[src/hdl/cht_pkg.sv]
// shared types, field widths and result codes of the chained hash table
`timescale 1ns / 1ps

package cht_pkg;

	localparam int KEY_W    = 31;
	localparam int VAL_W    = 64;
	localparam int STATUS_W = 3;
	localparam int BIDX_W   = 4;
	localparam int CFG_W    = 5;

	// bucket count after reset
	localparam logic [CFG_W-1:0] CFG_RESET = 5'd16;

	// remainder unit: key bits retired per cycle
	localparam int DIGIT_W   = 8;
	localparam int MOD_STEPS = (KEY_W + DIGIT_W - 1) / DIGIT_W;
	localparam int PAD_W     = MOD_STEPS * DIGIT_W;

	// request types
	localparam logic REQ_INSERT = 1'b0;
	localparam logic REQ_SEARCH = 1'b1;

	// result codes
	localparam logic [STATUS_W-1:0] STATUS_INSERTED  = 3'd0;
	localparam logic [STATUS_W-1:0] STATUS_UPDATED   = 3'd1;
	localparam logic [STATUS_W-1:0] STATUS_FOUND     = 3'd2;
	localparam logic [STATUS_W-1:0] STATUS_NOT_FOUND = 3'd3;
	localparam logic [STATUS_W-1:0] STATUS_FULL      = 3'd4;

	typedef struct packed {
		logic             req_type;
		logic [KEY_W-1:0] key;
		logic [VAL_W-1:0] value;
	} req_t;

	typedef struct packed {
		logic [STATUS_W-1:0] status;
		logic [VAL_W-1:0]    out_value;
		logic [BIDX_W-1:0]   bucket_index;
	} rsp_t;

endpackage

[src/hdl/cht_mod_unit.sv]
// iterative key remainder unit, one digit of the key per cycle
`timescale 1ns / 1ps

module cht_mod_unit import cht_pkg::*; (
	input  logic             clk,
	input  logic             arst_n,
	input  logic             start,
	input  logic [KEY_W-1:0] dividend,
	input  logic [CFG_W-1:0] divisor,
	output logic             done,
	output logic [CFG_W-1:0] rem
);

	localparam int CW = (MOD_STEPS > 1) ? $clog2(MOD_STEPS) : 1;

	logic             busy_q;
	logic [CW-1:0]    cnt_q;
	logic [PAD_W-1:0] shreg_q;
	logic [CFG_W-1:0] div_q;
	logic [CFG_W-1:0] rem_q;
	logic [CFG_W-1:0] rem_nxt;

	// restoring remainder steps over one digit, most significant bit first
	always_comb begin
		logic [CFG_W-1:0]   r;
		logic [CFG_W:0]     t;
		logic [DIGIT_W-1:0] digit;
		r     = rem_q;
		digit = shreg_q[PAD_W-1 -: DIGIT_W];
		for (int j = 0; j < DIGIT_W; j++) begin
			t = {r, digit[DIGIT_W-1-j]};
			if (t >= {1'b0, div_q}) begin
				r = CFG_W'(t - {1'b0, div_q});
			end else begin
				r = t[CFG_W-1:0];
			end
		end
		rem_nxt = r;
	end

	always_ff @(posedge clk or negedge arst_n) begin
		if (!arst_n) begin
			busy_q <= 1'b0;
			cnt_q  <= '0;
		end else if (start) begin
			busy_q <= 1'b1;
			cnt_q  <= '0;
		end else if (busy_q) begin
			cnt_q <= cnt_q + CW'(1);
			if (done) begin
				busy_q <= 1'b0;
			end
		end
	end

	always_ff @(posedge clk) begin
		if (start) begin
			shreg_q <= PAD_W'(dividend);
			div_q   <= divisor;
			rem_q   <= '0;
		end else if (busy_q) begin
			shreg_q <= shreg_q << DIGIT_W;
			rem_q   <= rem_nxt;
		end
	end

	assign done = busy_q && (cnt_q == CW'(MOD_STEPS - 1));
	assign rem  = rem_nxt;

endmodule

[config.mk]
export PLATFORM = sky130hd
export DESIGN_NAME = cht_mod_unit
export DESIGN_NICKNAME = d
export VERILOG_FILES = /design/src/hdl/cht_pkg.sv /design/src/hdl/cht_mod_unit.sv
export SDC_FILE = /design/constraint.sdc
export NUM_CORES = 1
export LEC_CHECK = 0
export ABC_CLOCK_PERIOD_IN_PS = 26800
export BUFFER_PORTS_ARGS = -buffer_cell sky130_fd_sc_hd__clkbuf_2
export CORE_AREA = 2 2 93 95
export CTS_CLUSTER_SIZE = 10
export DETAILED_ROUTE_END_ITERATION = 10
export DIE_AREA = 0 0 95 97
export GPL_ROUTABILITY_DRIVEN = 0
export PLACE_DENSITY = 0.76
export SLEW_MARGIN = 30
export SYNTH_ARGS = -nofsm -noshare
export SYNTH_HDL_FRONTEND = slang
export SYNTH_SLANG_ARGS = --single-unit
[constraint.sdc]
create_clock -name clk -period 26.8 [get_ports clk]
set_input_delay 5.36 -clock clk [delete_from_list [all_inputs] [get_ports clk]]
set_output_delay 5.36 -clock clk [all_outputs]
set_load 0.1 [all_outputs]
==> run metrics <==
num rows=33; CTS resizes=0; Skew-Pair Late Insertion Delay=a little over 0.3 ns; CTS H-tree depth=2; CP required=about 21 ns; Netlist Area Pre-Place=roughly 4000 µm²; fin cells=540; Max Clock Freq=between 0.04 and 0.05 GHz; Fin. Hold Viols=0; initial antenna violation count=0; Max-Cap Viols=0; 1st-iter DRT viols=170; maximum number of pins on one net before global-route repair=32; die area=9215 µm²; area of the multi-input gates=2530 µm²; Fillers=a little over 700; worst reg2reg endpoint=rem_q[1]$_SDFFE_PP0P_; critical path arrival=16.49 ns; first-pass GRT wire length=14230 µm; area grow syn2layout=10.72%; die width=~95 µm; Final Setup Violations=0; Total Wirelength=about 8600 µm; post-route minimum period=~22 ns; RSZ-0062 raised after global routing=no; Bufs on Longest Clock Path=2; Top cell by count, worst path=a21oi_1; detailed-route via count=between 3k and 4k; # IOs=45; HP Class=register to register; # DRC=0; post-synthesis register bit count=45; synth warn=0; GRT overflow=0; worst r2r src=div_q[1]$_DFFE_PP_; Pins Over Slew Limit=0; worst hold start=shreg_q[23]$_DFFE_PP_; clk sinks=45; outcome=finished, final reports clean; fin crit share=roughly four fifths; R2R Setup Slk=~11 ns; Critical Path Fanout Max=10; DIE HEIGHT=between 90 and 100 µm; setup_tns=0 ns; CORE AREA=between 8000 and 9000 µm²; post-synthesis async set-or-reset flop share=6.667%; Post-CTS Hold Buffers=0; Mapped Cells=a little under 400; fin nets=approximately 520; clock buffer count from CTS=5; Critical Path Slowest Stage Cell=edfxtp_1; commonest non-fill, non-tap cell in the layout=clkbuf_2; port bufs=44; r2r worst-path depth=67; Mapped Avg Cell Area=between 10 and 15 µm²; clock-pin slew on the worst setup and hold paths=approximately 0.10 ns; unique cell type count in the Yosys netlist=a little over 60; WS Path Type=register to output pin; DP HPWL=6685 µm; Worst Skew=around 0.0085 ns; worst hold path depth=2; Top FF cell, synth=edfxtp_1; CTS root buf=clkbuf_8; Post-synth EDFFs=36; number of detailed-routing iterations run before antenna repair=4; Critical Path Max Stage Delay=slightly above 0.7 ns; crit start category=register; ANT cells=0; register area=roughly 1300 µm²; crit path capture type=output pin; CTS tree=done; net count after synthesis=roughly 480; number of global-route vias before repair=3112; placed cell count=~530; worst slew pin tran=0.7139 ns; Via density=roughly 5.6; hold endpoint=shreg_q[31]$_SDFFE_PP0P_; Initial Util=48.92%; setup bufs post-CTS=0; Routed WL per cell=between 15 and 20 µm; GRT Total Usage=around a fifth; antenna-violating nets left=0; share of layout cells above drive strength 1=21.84%; Slew headroom=between 50 and 60%; most frequent cells in the layout=clkbuf_2 (44), ha_1 (41), edfxtp_1 (36), inv_1 (33), mux2_2 (30); post-synthesis sequential area ratio=around a third
[sequential cells by signal (all words and copies together) (netlist names)]
register  cells
busy_q        1
rem_q         5
shreg_q      32
cnt_q         2
div_q         5
[synth_stat cells, drive strengths merged (4+ instances only)]
cell / instances / share of area, %
edfxtp: 36 / 27
and2: 10 / 1.6
a21oi: 25 / 3.1
nand3: 6 / 0.75
ha: 41 / 13
mux2i: 14 / 3.5
a21o: 10 / 1.9
nand2b: 11 / 1.7
nand2: 14 / 1.3
o211ai: 5 / 1.4
or2: 4 / 0.69
xor2: 6 / 1.3
nand4: 4 / 0.63
inv: 33 / 3.1
o21a: 7 / 1.3
nor2b: 5 / 0.79
xnor2: 15 / 3.3
fa: 8 / 4.0
dfxtp: 6 / 3.0
mux2: 33 / 9.6
nor2: 24 / 2.3
clkbuf: 6 / 0.57
o21ai: 24 / 3.1
[critical path: cells and delay by family, from the launching register on]
family	cells	cell delay (ns)
multiplexers	1	0.39
AO/OA/AOI/OAI	32	7.42
flip-flops	1	0.71
buffers and inverters	7	1.39
adder cells (fa/ha/maj)	8	2.83
AND/OR/NAND/NOR	19	3.45
[layout make-up]
class	count	share of cell area, %
multi-input cells	304	57.43
inverters	33	2.812
flip-flops and latches	45	28.97
clock inverters	3	1.079
clock buffers	5	1.562
well taps	105	2.982
repair buffers	45	5.169
[per-stage QoR]
step                hold WS (ns)  utilization [%]  setup WS (ns)  area (µm²)
floorplan                 0.4565                -          6.519        3979
global placement          0.4646            52.73          6.005        4289
detailed placement        0.4767            52.73          5.501        4289
CTS                       0.4973            54.16          5.113        4405
global route              0.5276            54.16          3.395        4405
finish                    0.4933            54.16          4.954        4405
[cell families after synthesis]
kind of cell / synth area share [%]
XOR/XNOR: 4.623
AO/OA/AOI/OAI: 17.20
AND/OR/NAND/NOR: 11.70
adder cells (fa/ha/maj): 16.92
flip-flops: 32.08
multiplexers: 13.14
buffers and inverters: 4.339
[how the worst max path moves through the flow]
| stage | start | end | slack (ns) |
|---|---|---|---|
| after floorplan | div_q[1]$_DFFE_PP_ | rem[2] | 6.52 |
| after global placement | div_q[1]$_DFFE_PP_ | rem[0] | 6.00 |
| after detailed placement | div_q[1]$_DFFE_PP_ | rem[2] | 5.50 |
| after CTS | div_q[1]$_DFFE_PP_ | rem[2] | 5.11 |
| after global routing | div_q[1]$_DFFE_PP_ | rem[0] | 3.40 |
| final | div_q[1]$_DFFE_PP_ | rem[2] | 4.95 |
[metal layers]
layer | part of all wire [%] | global-route usage [%] | vias to the layer above
li1 | - | - | 1521
met1 | 45 | 24.89 | 1389
met5 | 0 | 0 | -
met4 | 2.1 | 5.463 | 0
met2 | 47 | 32.57 | 98
met3 | 6.8 | 5.374 | 19
Power is not shown: default switching activity piles up to over one toggle a cycle in this logic, so the estimate is an artifact.
