==> src/hdl/cht_ram.sv <==
// generic single-write, single-read ram with registered read data
`timescale 1ns / 1ps

module cht_ram #(
	parameter int WIDTH = 8,
	parameter int DEPTH = 16,
	localparam int AW = (DEPTH > 1) ? $clog2(DEPTH) : 1
) (
	input  logic             clk,
	input  logic             wr_en,
	input  logic [AW-1:0]    wr_addr,
	input  logic [WIDTH-1:0] wr_data,
	input  logic             rd_en,
	input  logic [AW-1:0]    rd_addr,
	output logic [WIDTH-1:0] rd_data
);

	logic [WIDTH-1:0] mem [DEPTH];
	logic [WIDTH-1:0] rd_data_q;

	always_ff @(posedge clk) begin
		if (wr_en) begin
			mem[wr_addr] <= wr_data;
		end
	end

	// read data holds until the next read
	always_ff @(posedge clk) begin
		if (rd_en) begin
			rd_data_q <= mem[rd_addr];
		end
	end

	assign rd_data = rd_data_q;

endmodule

==> config.mk <==
export PLATFORM = sky130hd
export DESIGN_NAME = cht_ram
export DESIGN_NICKNAME = d
export VERILOG_FILES = /design/src/hdl/cht_ram.sv
export SDC_FILE = /design/constraint.sdc
export NUM_CORES = 1
export LEC_CHECK = 0
export BUFFER_PORTS_ARGS = -buffer_cell sky130_fd_sc_hd__buf_2
export CELL_PAD_IN_SITES_DETAIL_PLACEMENT = 2
export CELL_PAD_IN_SITES_GLOBAL_PLACEMENT = 2
export CORE_UTILIZATION = 45
export DETAILED_ROUTE_END_ITERATION = 6
export PLACE_DENSITY = 0.86
export SYNTH_ARGS = -nofsm -noshare
export SYNTH_HDL_FRONTEND = slang
export SYNTH_SLANG_ARGS = --single-unit
==> constraint.sdc <==
create_clock -name clk -period 1.8 [get_ports clk]
set_input_delay 0.09 -clock clk [delete_from_list [all_inputs] [get_ports clk]]
set_output_delay 0.09 -clock clk [all_outputs]
set_load 0.005 [all_outputs]
==> impl_metrics.json, run 1 <==
{
  "power.density_nw_per_um2": 1230,
  "worst_slew_pin_slew_ps": 474,
  "power_frac_clock_pct": 48.6,
  "min_path_type": "input pin to register",
  "worstSetupStartpointType": "register",
  "postSynthAreaPerCell_um2": 22.8,
  "dpl.hpwl_um": 8930,
  "hold_depth": 1,
  "maxCapViolCount": 0,
  "required_ps": 1970,
  "nets": 304,
  "critPathMaxFanout": 1,
  "fp.dieH_um": 110,
  "rsz0062_at_grt": "no",
  "crit_type": "register to register",
  "vias": 2590,
  "timing.rr.start": "mem[0][0]$_DFFE_PP_",
  "clock_sinks": 136,
  "first_pass_iters": 4,
  "clockBufferDepth": 2,
  "sequentialPowerShare_pct": 46.8,
  "drt_wl_total_um": 14400,
  "grt_pass1_wl_um": 20500,
  "path_clk_slew_ps": 60,
  "yosys_register_bits": 136,
  "antenna_found_initial": 1,
  "slew-limit-headroom_pct": 68.4,
  "worstHoldStart": "wr_data[6]",
  "die_w_um": 110,
  "initial_core_util_pct": 47.2,
  "crit_path_end_kind": "register",
  "final_antenna_net_count": 0,
  "numPortBuffers": 26,
  "synthTopCellsByArea": "edfxtp_1 78%, mux4_2 7.8%, mux4_1 7.0%",
  "drt_iter0_markers": 188,
  "layout_setup_ws_ps": 188,
  "holdBufCountCts": 0,
  "synth_warnings": 0,
  "die_area_um2": 12100,
  "core_um2": 11100,
  "switching_share_pct": 21.5,
  "hold_end": "mem[2][6]$_DFFE_PP_",
  "area_delta_synth_final_pct": 19.9,
  "outcome": "complete, no violations",
  "ios": 27,
  "drive_above_1_share_pct": 32.6,
  "grt_pass1_vias": 2887,
  "final_hold_viol_count": 0,
  "place_ws_ps": 114,
  "netlist.area_leader.share_pct": 78.1,
  "overflow": 0,
  "clock_latency_ps": 430,
  "p_int_mw": 6.04,
  "p_switching_mw": 1.66,
  "r2r-end": "rd_data[0]$_DFFE_PP_",
  "routabilityCongestion": 0.726,
  "cts_resized": 0,
  "period_minus_slack_ps": 1610,
  "post-cts-setup-buffers": 0,
  "synthesis.nets": 248,
  "period_share_pct": 89.5,
  "combPwrFrac_pct": 4.6,
  "setup_viol": 0,
  "hold-worst-slack_ps": 48.4,
  "r2r_slack_ps": 190,
  "syn_inst": 229,
  "clockRootBuffer": "clkbuf_16",
  "netlist_area_um2": 5230,
  "peakVddDrop_mv": 1.43,
  "finClkSkew_ps": 5.36,
  "cts_tree": "done",
  "cp.arrival_ps": 1780,
  "synthDistinctLibCells": 18,
  "rows": 38,
  "synth_seq_area_share_pct": 78.1,
  "r2r_cells": 3,
  "viasPerCell": 5.91,
  "synth_top_area_cell": "edfxtp_1",
  "fin_tns_setup_ps": 0,
  "htree_levels": 4,
  "dp_cells": 406,
  "p_leak_nw": 2.13,
  "wire_per_inst_um": 32.8,
  "final_cells": 438,
  "final_max_slew_viol_count": 0,
  "grt_max_degree": 28,
  "grt_use_total_pct": 27.0,
  "fmax_mhz": 620,
  "cts_inserted_buffers": 17,
  "antennaDiodeCount": 0,
  "drc": 0
}
final cells by class:
cell class	instances	area [um2]
sequential	136	4080
fill	895	4810
clock buffer	17	425
tap	140	175
timing repair buffer	47	325
multi-input combinational	83	1060
clock inverter	15	200
worst max-delay path by stage:
stage                                   start              endpoint  slack (ps)  cells after the start
after CTS                 mem[0][0]$_DFFE_PP_  rd_data[0]$_DFFE_PP_         180                      3
final                     mem[0][0]$_DFFE_PP_  rd_data[0]$_DFFE_PP_         190                      3
after floorplan                    wr_addr[2]   mem[0][0]$_DFFE_PP_         220                      2
after detailed placement           rd_addr[0]  rd_data[2]$_DFFE_PP_         110                      5
after global placement             rd_addr[0]  rd_data[2]$_DFFE_PP_         170                      5
after global routing      mem[5][1]$_DFFE_PP_  rd_data[1]$_DFFE_PP_         150                      3
worst max-delay path, stage by stage (launching register included):
cell and delay [ps]:
edfxtp_1 440, mux4_1 580, a22oi_1 250, nand2_1 80
layer usage:
metal,GRT usage (%),part of all wire [%],vias to the layer above
met5,0,0,-
met1,34.3,39,1374
met4,10.4,1.8,0
met3,5.87,6.9,20
met2,45.4,52,101
li1,-,-,1095
kinds of logic after synthesis:
group | synth area share [%]
flops | 78.1
buf+inv | 1.65
simple gates | 3.14
compound gates | 2.30
mux | 14.8
cell usage after synthesis:
master / n
nor2b_1: 1
nand2b_1: 2
a22oi_1: 16
nand3b_1: 2
and2_1: 1
nor2_1: 13
mux4_1: 14
nand3_1: 1
and2b_1: 1
or3b_2: 1
nor3_1: 4
edfxtp_1: 136
buf_6: 3
clkdlybuf4s25_2: 3
nand2_1: 9
buf_4: 1
mux4_2: 18
buf_2: 3
through the flow:
stage               utilization (%)  area (um2)  total power [mW]
finish                         56.6        6270              7.69
global route                   56.6        6270              7.89
CTS                            56.6        6270              7.77
detailed placement             50.9        5640              4.02
global placement               50.9        5640              3.98
floorplan                         -        5230              3.83
registers in the layout (all words and copies together) (netlist names):
signal / cells
rd_data: 8
mem: 128
cells in the final DEF (no fill, tap or decap):
cell          n
nor3_1        4
clkinv_2      2
clkinv_4      2
nor2_1       13
mux4_2       18
and2b_1       1
nand3_1       1
or3b_2        1
mux4_1       14
edfxtp_1    136
clkinvlp_4    3
nand2b_1      2
clkinv_1      1
a22oi_1      16
nand3b_1      2
buf_2        26
clkbuf_16    17
inv_6         3
nor2b_1       1
buf_4        18
and2_1        1
buf_12        3
nand2_1       9
bufinv_16     4
power groups by stage:
| stage | Combinational, mW | Clock (mW) | Sequential [mW] |
|---|---|---|---|
| after detailed placement | 0.355 | 0 | 3.67 |
| final | 0.355 | 3.74 | 3.60 |
| after floorplan | 0.180 | 0 | 3.65 |
| after global placement | 0.324 | 0 | 3.65 |
| after global routing | 0.381 | 3.90 | 3.61 |
| after CTS | 0.362 | 3.80 | 3.60 |
(Power assumes the default switching activity.)
==> inputs of run 2 (changes only) <==
Settings changed: ABC_AREA set to 1, CORE_UTILIZATION 45 to 41, GPL_TIMING_DRIVEN set to 0, PLACE_DENSITY 0.86 to 0.91.
==> impl_metrics.json, run 2 <==
{
  "initial_core_util_pct": 42.1,
  "required_ps": 1980,
  "synthDistinctLibCells": 11,
  "syn_inst": 551,
  "viasPerCell": 5.50,
  "largest_reg_flops": 128,
  "r2r-end": "rd_data[0]$_DFFE_PP_",
  "core_um2": 13900,
  "top_register": "mem",
  "nets": 613,
  "hold_end": "mem[0][6]$_DFFE_PP_",
  "period_minus_slack_ps": 1310,
  "antennaDiodeCount": 0,
  "maxCapViolCount": 0,
  "p_switching_mw": 1.78,
  "wire_per_inst_um": 26.3,
  "netlist_area_um2": 5850,
  "outcome": "complete, no violations",
  "switching_share_pct": 23.3,
  "postSynthAreaPerCell_um2": 10.6,
  "cts_tree": "done",
  "finClkSkew_ps": 8.72,
  "worst_slew_pin_slew_ps": 1140,
  "drc": 0,
  "clock_latency_ps": 440,
  "fin_tns_setup_ps": 0,
  "p_leak_nw": 2.90,
  "area_delta_synth_final_pct": 15.8,
  "die_w_um": 121,
  "die_area_um2": 14700,
  "synthFlopType": "edfxtp_1",
  "sequentialPowerShare_pct": 47.1,
  "drive_above_1_share_pct": 11.9,
  "hold-worst-slack_ps": 92.9,
  "synth_seq_area_share_pct": 69.8,
  "r2r_cells": 6,
  "final_cells": 787,
  "timing.rr.start": "mem[0][0]$_DFFE_PP_",
  "post-synth-top-count-cell": "nand2_1",
  "critPathMaxFanout": 1,
  "crit_chain": "inv_1 > nand2_1 > nand3_1 > nand3_1 > nand3_1 > nand2_1",
  "dpl.hpwl_um": 12800,
  "ios": 27,
  "power_mw": 7.63,
  "rsz0062_at_grt": "no",
  "peakVddDrop_mv": 0.548,
  "worstSetupStartpointType": "register",
  "yosys_register_bits": 136,
  "fmax_mhz": 761,
  "final_hold_viol_count": 0,
  "clockBufferDepth": 2,
  "place_area_um2": 6190,
  "path_buf_inv": 1,
  "drt_iter0_markers": 422,
  "combPwrFrac_pct": 6.9,
  "crit_type": "register to register",
  "grt_pass1_vias": 4835,
  "crit_top_cell": "nand3_1",
  "routabilityCongestion": 0.853,
  "grt_max_degree": 17,
  "grt_pass1_wl_um": 30900,
  "power.density_nw_per_um2": 1130,
  "fp.dieH_um": 121,
  "synthesis.nets": 570,
  "clockRootBuffer": "clkbuf_16",
  "postSynth.asyncResetShare_pct": 0,
  "cp.arrival_ps": 1500,
  "synth_edf_count": 136,
  "layout_setup_ws_ps": 486,
  "path_clk_slew_ps": 60,
  "slowest_stage": "edfxtp_1",
  "overflow": 0,
  "mostFrequentLayoutCell": "nand2_1",
  "place_ws_ps": 135,
  "drt_wl_total_um": 20700,
  "cp_slowest_stage_delay_ps": 420,
  "crit_path_end_kind": "register",
  "r2r_slack_ps": 490,
  "htree_levels": 4,
  "vias": 4327,
  "yosys-top-cells-count": "173 x nand2_1, 136 x edfxtp_1, 100 x inv_1",
  "hold_depth": 1,
  "min_path_type": "input pin to register",
  "finalCoreUtilization_pct": 48.8,
  "period_share_pct": 73.0,
  "clock_sinks": 136,
  "synth_top_area_cell": "edfxtp_1",
  "cp_top_family": "simple AND/OR/NAND/NOR gates",
  "cts_inserted_buffers": 17,
  "rows": 43,
  "netlist.area_leader.share_pct": 69.8,
  "worstHoldStart": "wr_data[6]",
  "power_frac_clock_pct": 46.1,
  "final_antenna_net_count": 0,
  "finish.instance_area_um2": 6770,
  "antenna_found_initial": 0,
  "final_cell_mix": "173 x nand2_1, 136 x edfxtp_1, 100 x inv_1",
  "setup_viol": 0,
  "dp_cells": 754,
  "p_int_mw": 5.85,
  "synth_warnings": 0,
  "numPortBuffers": 23,
  "grt_use_total_pct": 30.6,
  "first_pass_iters": 4,
  "final_max_slew_viol_count": 0,
  "synthTopCellsByArea": "edfxtp_1 70%, nand2_1 11%, nand3_1 8.3%",
  "slew-limit-headroom_pct": 23.9,
  "post-cts-setup-buffers": 0
}
-- run 2: cell types whose count changed after synthesis, sizes merged, moves of 2 or more --
| cell | delta |
|---|---|
| a22oi | -16 |
| buf | +17 |
| clkdlybuf4s25 | -3 |
| inv | +102 |
| mux4 | -32 |
| nand2 | +164 |
| nand2b | -2 |
| nand3 | +96 |
| nor2 | +4 |
| nor3 | -4 |
-- run 2: kinds of logic after synthesis --
| group | count (synthesis) | synth area share [%] |
|---|---|---|
| simple gates | 289 | 20.8 |
| buf+inv | 126 | 9.39 |
| flops | 136 | 69.8 |
-- run 2: worst max-delay path by stage --
stage	end	start	cells past startpoint
finish	rd_data[0]$_DFFE_PP_	mem[0][0]$_DFFE_PP_	6
global route	rd_data[6]$_DFFE_PP_	mem[8][6]$_DFFE_PP_	6
CTS	rd_data[0]$_DFFE_PP_	mem[0][0]$_DFFE_PP_	6
detailed placement	mem[8][2]$_DFFE_PP_	wr_addr[2]	3
global placement	mem[9][2]$_DFFE_PP_	wr_addr[2]	3
floorplan	mem[10][0]$_DFFE_PP_	wr_addr[2]	2
-- run 2: what timing repair did --
item,in CTS,in global routing
hold endpoints to repair,8,0
hold buffers,1,0
gates resized for setup,0,0
-- run 2: cell type report --
class	instances	area, um2
Fill cell	1393	7110
Sequential cell	136	4080
Multi-Input combinational cell	289	1210
Clock buffer	21	440
Inverter	102	383
Tap cell	180	225
Buffer	24	166
Clock inverter	11	130
Timing Repair Buffer	24	125
-- run 2: per-layer routing --
metal	track usage, %	wire, um
met5	0	0
met4	15.4	753
met3	6.39	1190
met2	49.6	10200
met1	38.7	8540
-- run 2: worst register-to-register path, stage by stage, from the launching register on --
cell	delay, ps
edfxtp_1	420
inv_1	70
nand2_1	50
nand3_1	100
nand3_1	160
nand3_1	170
nand2_1	90
-- run 2: power groups by stage --
stage | sequential (mW) | clock [mW] | combinational (mW)
floorplan | 3.65 | 0 | 0.250
finish | 3.59 | 3.52 | 0.523
CTS | 3.59 | 3.53 | 0.518
global route | 3.60 | 3.65 | 0.558
detailed placement | 3.66 | 0 | 0.492
global placement | 3.65 | 0 | 0.449
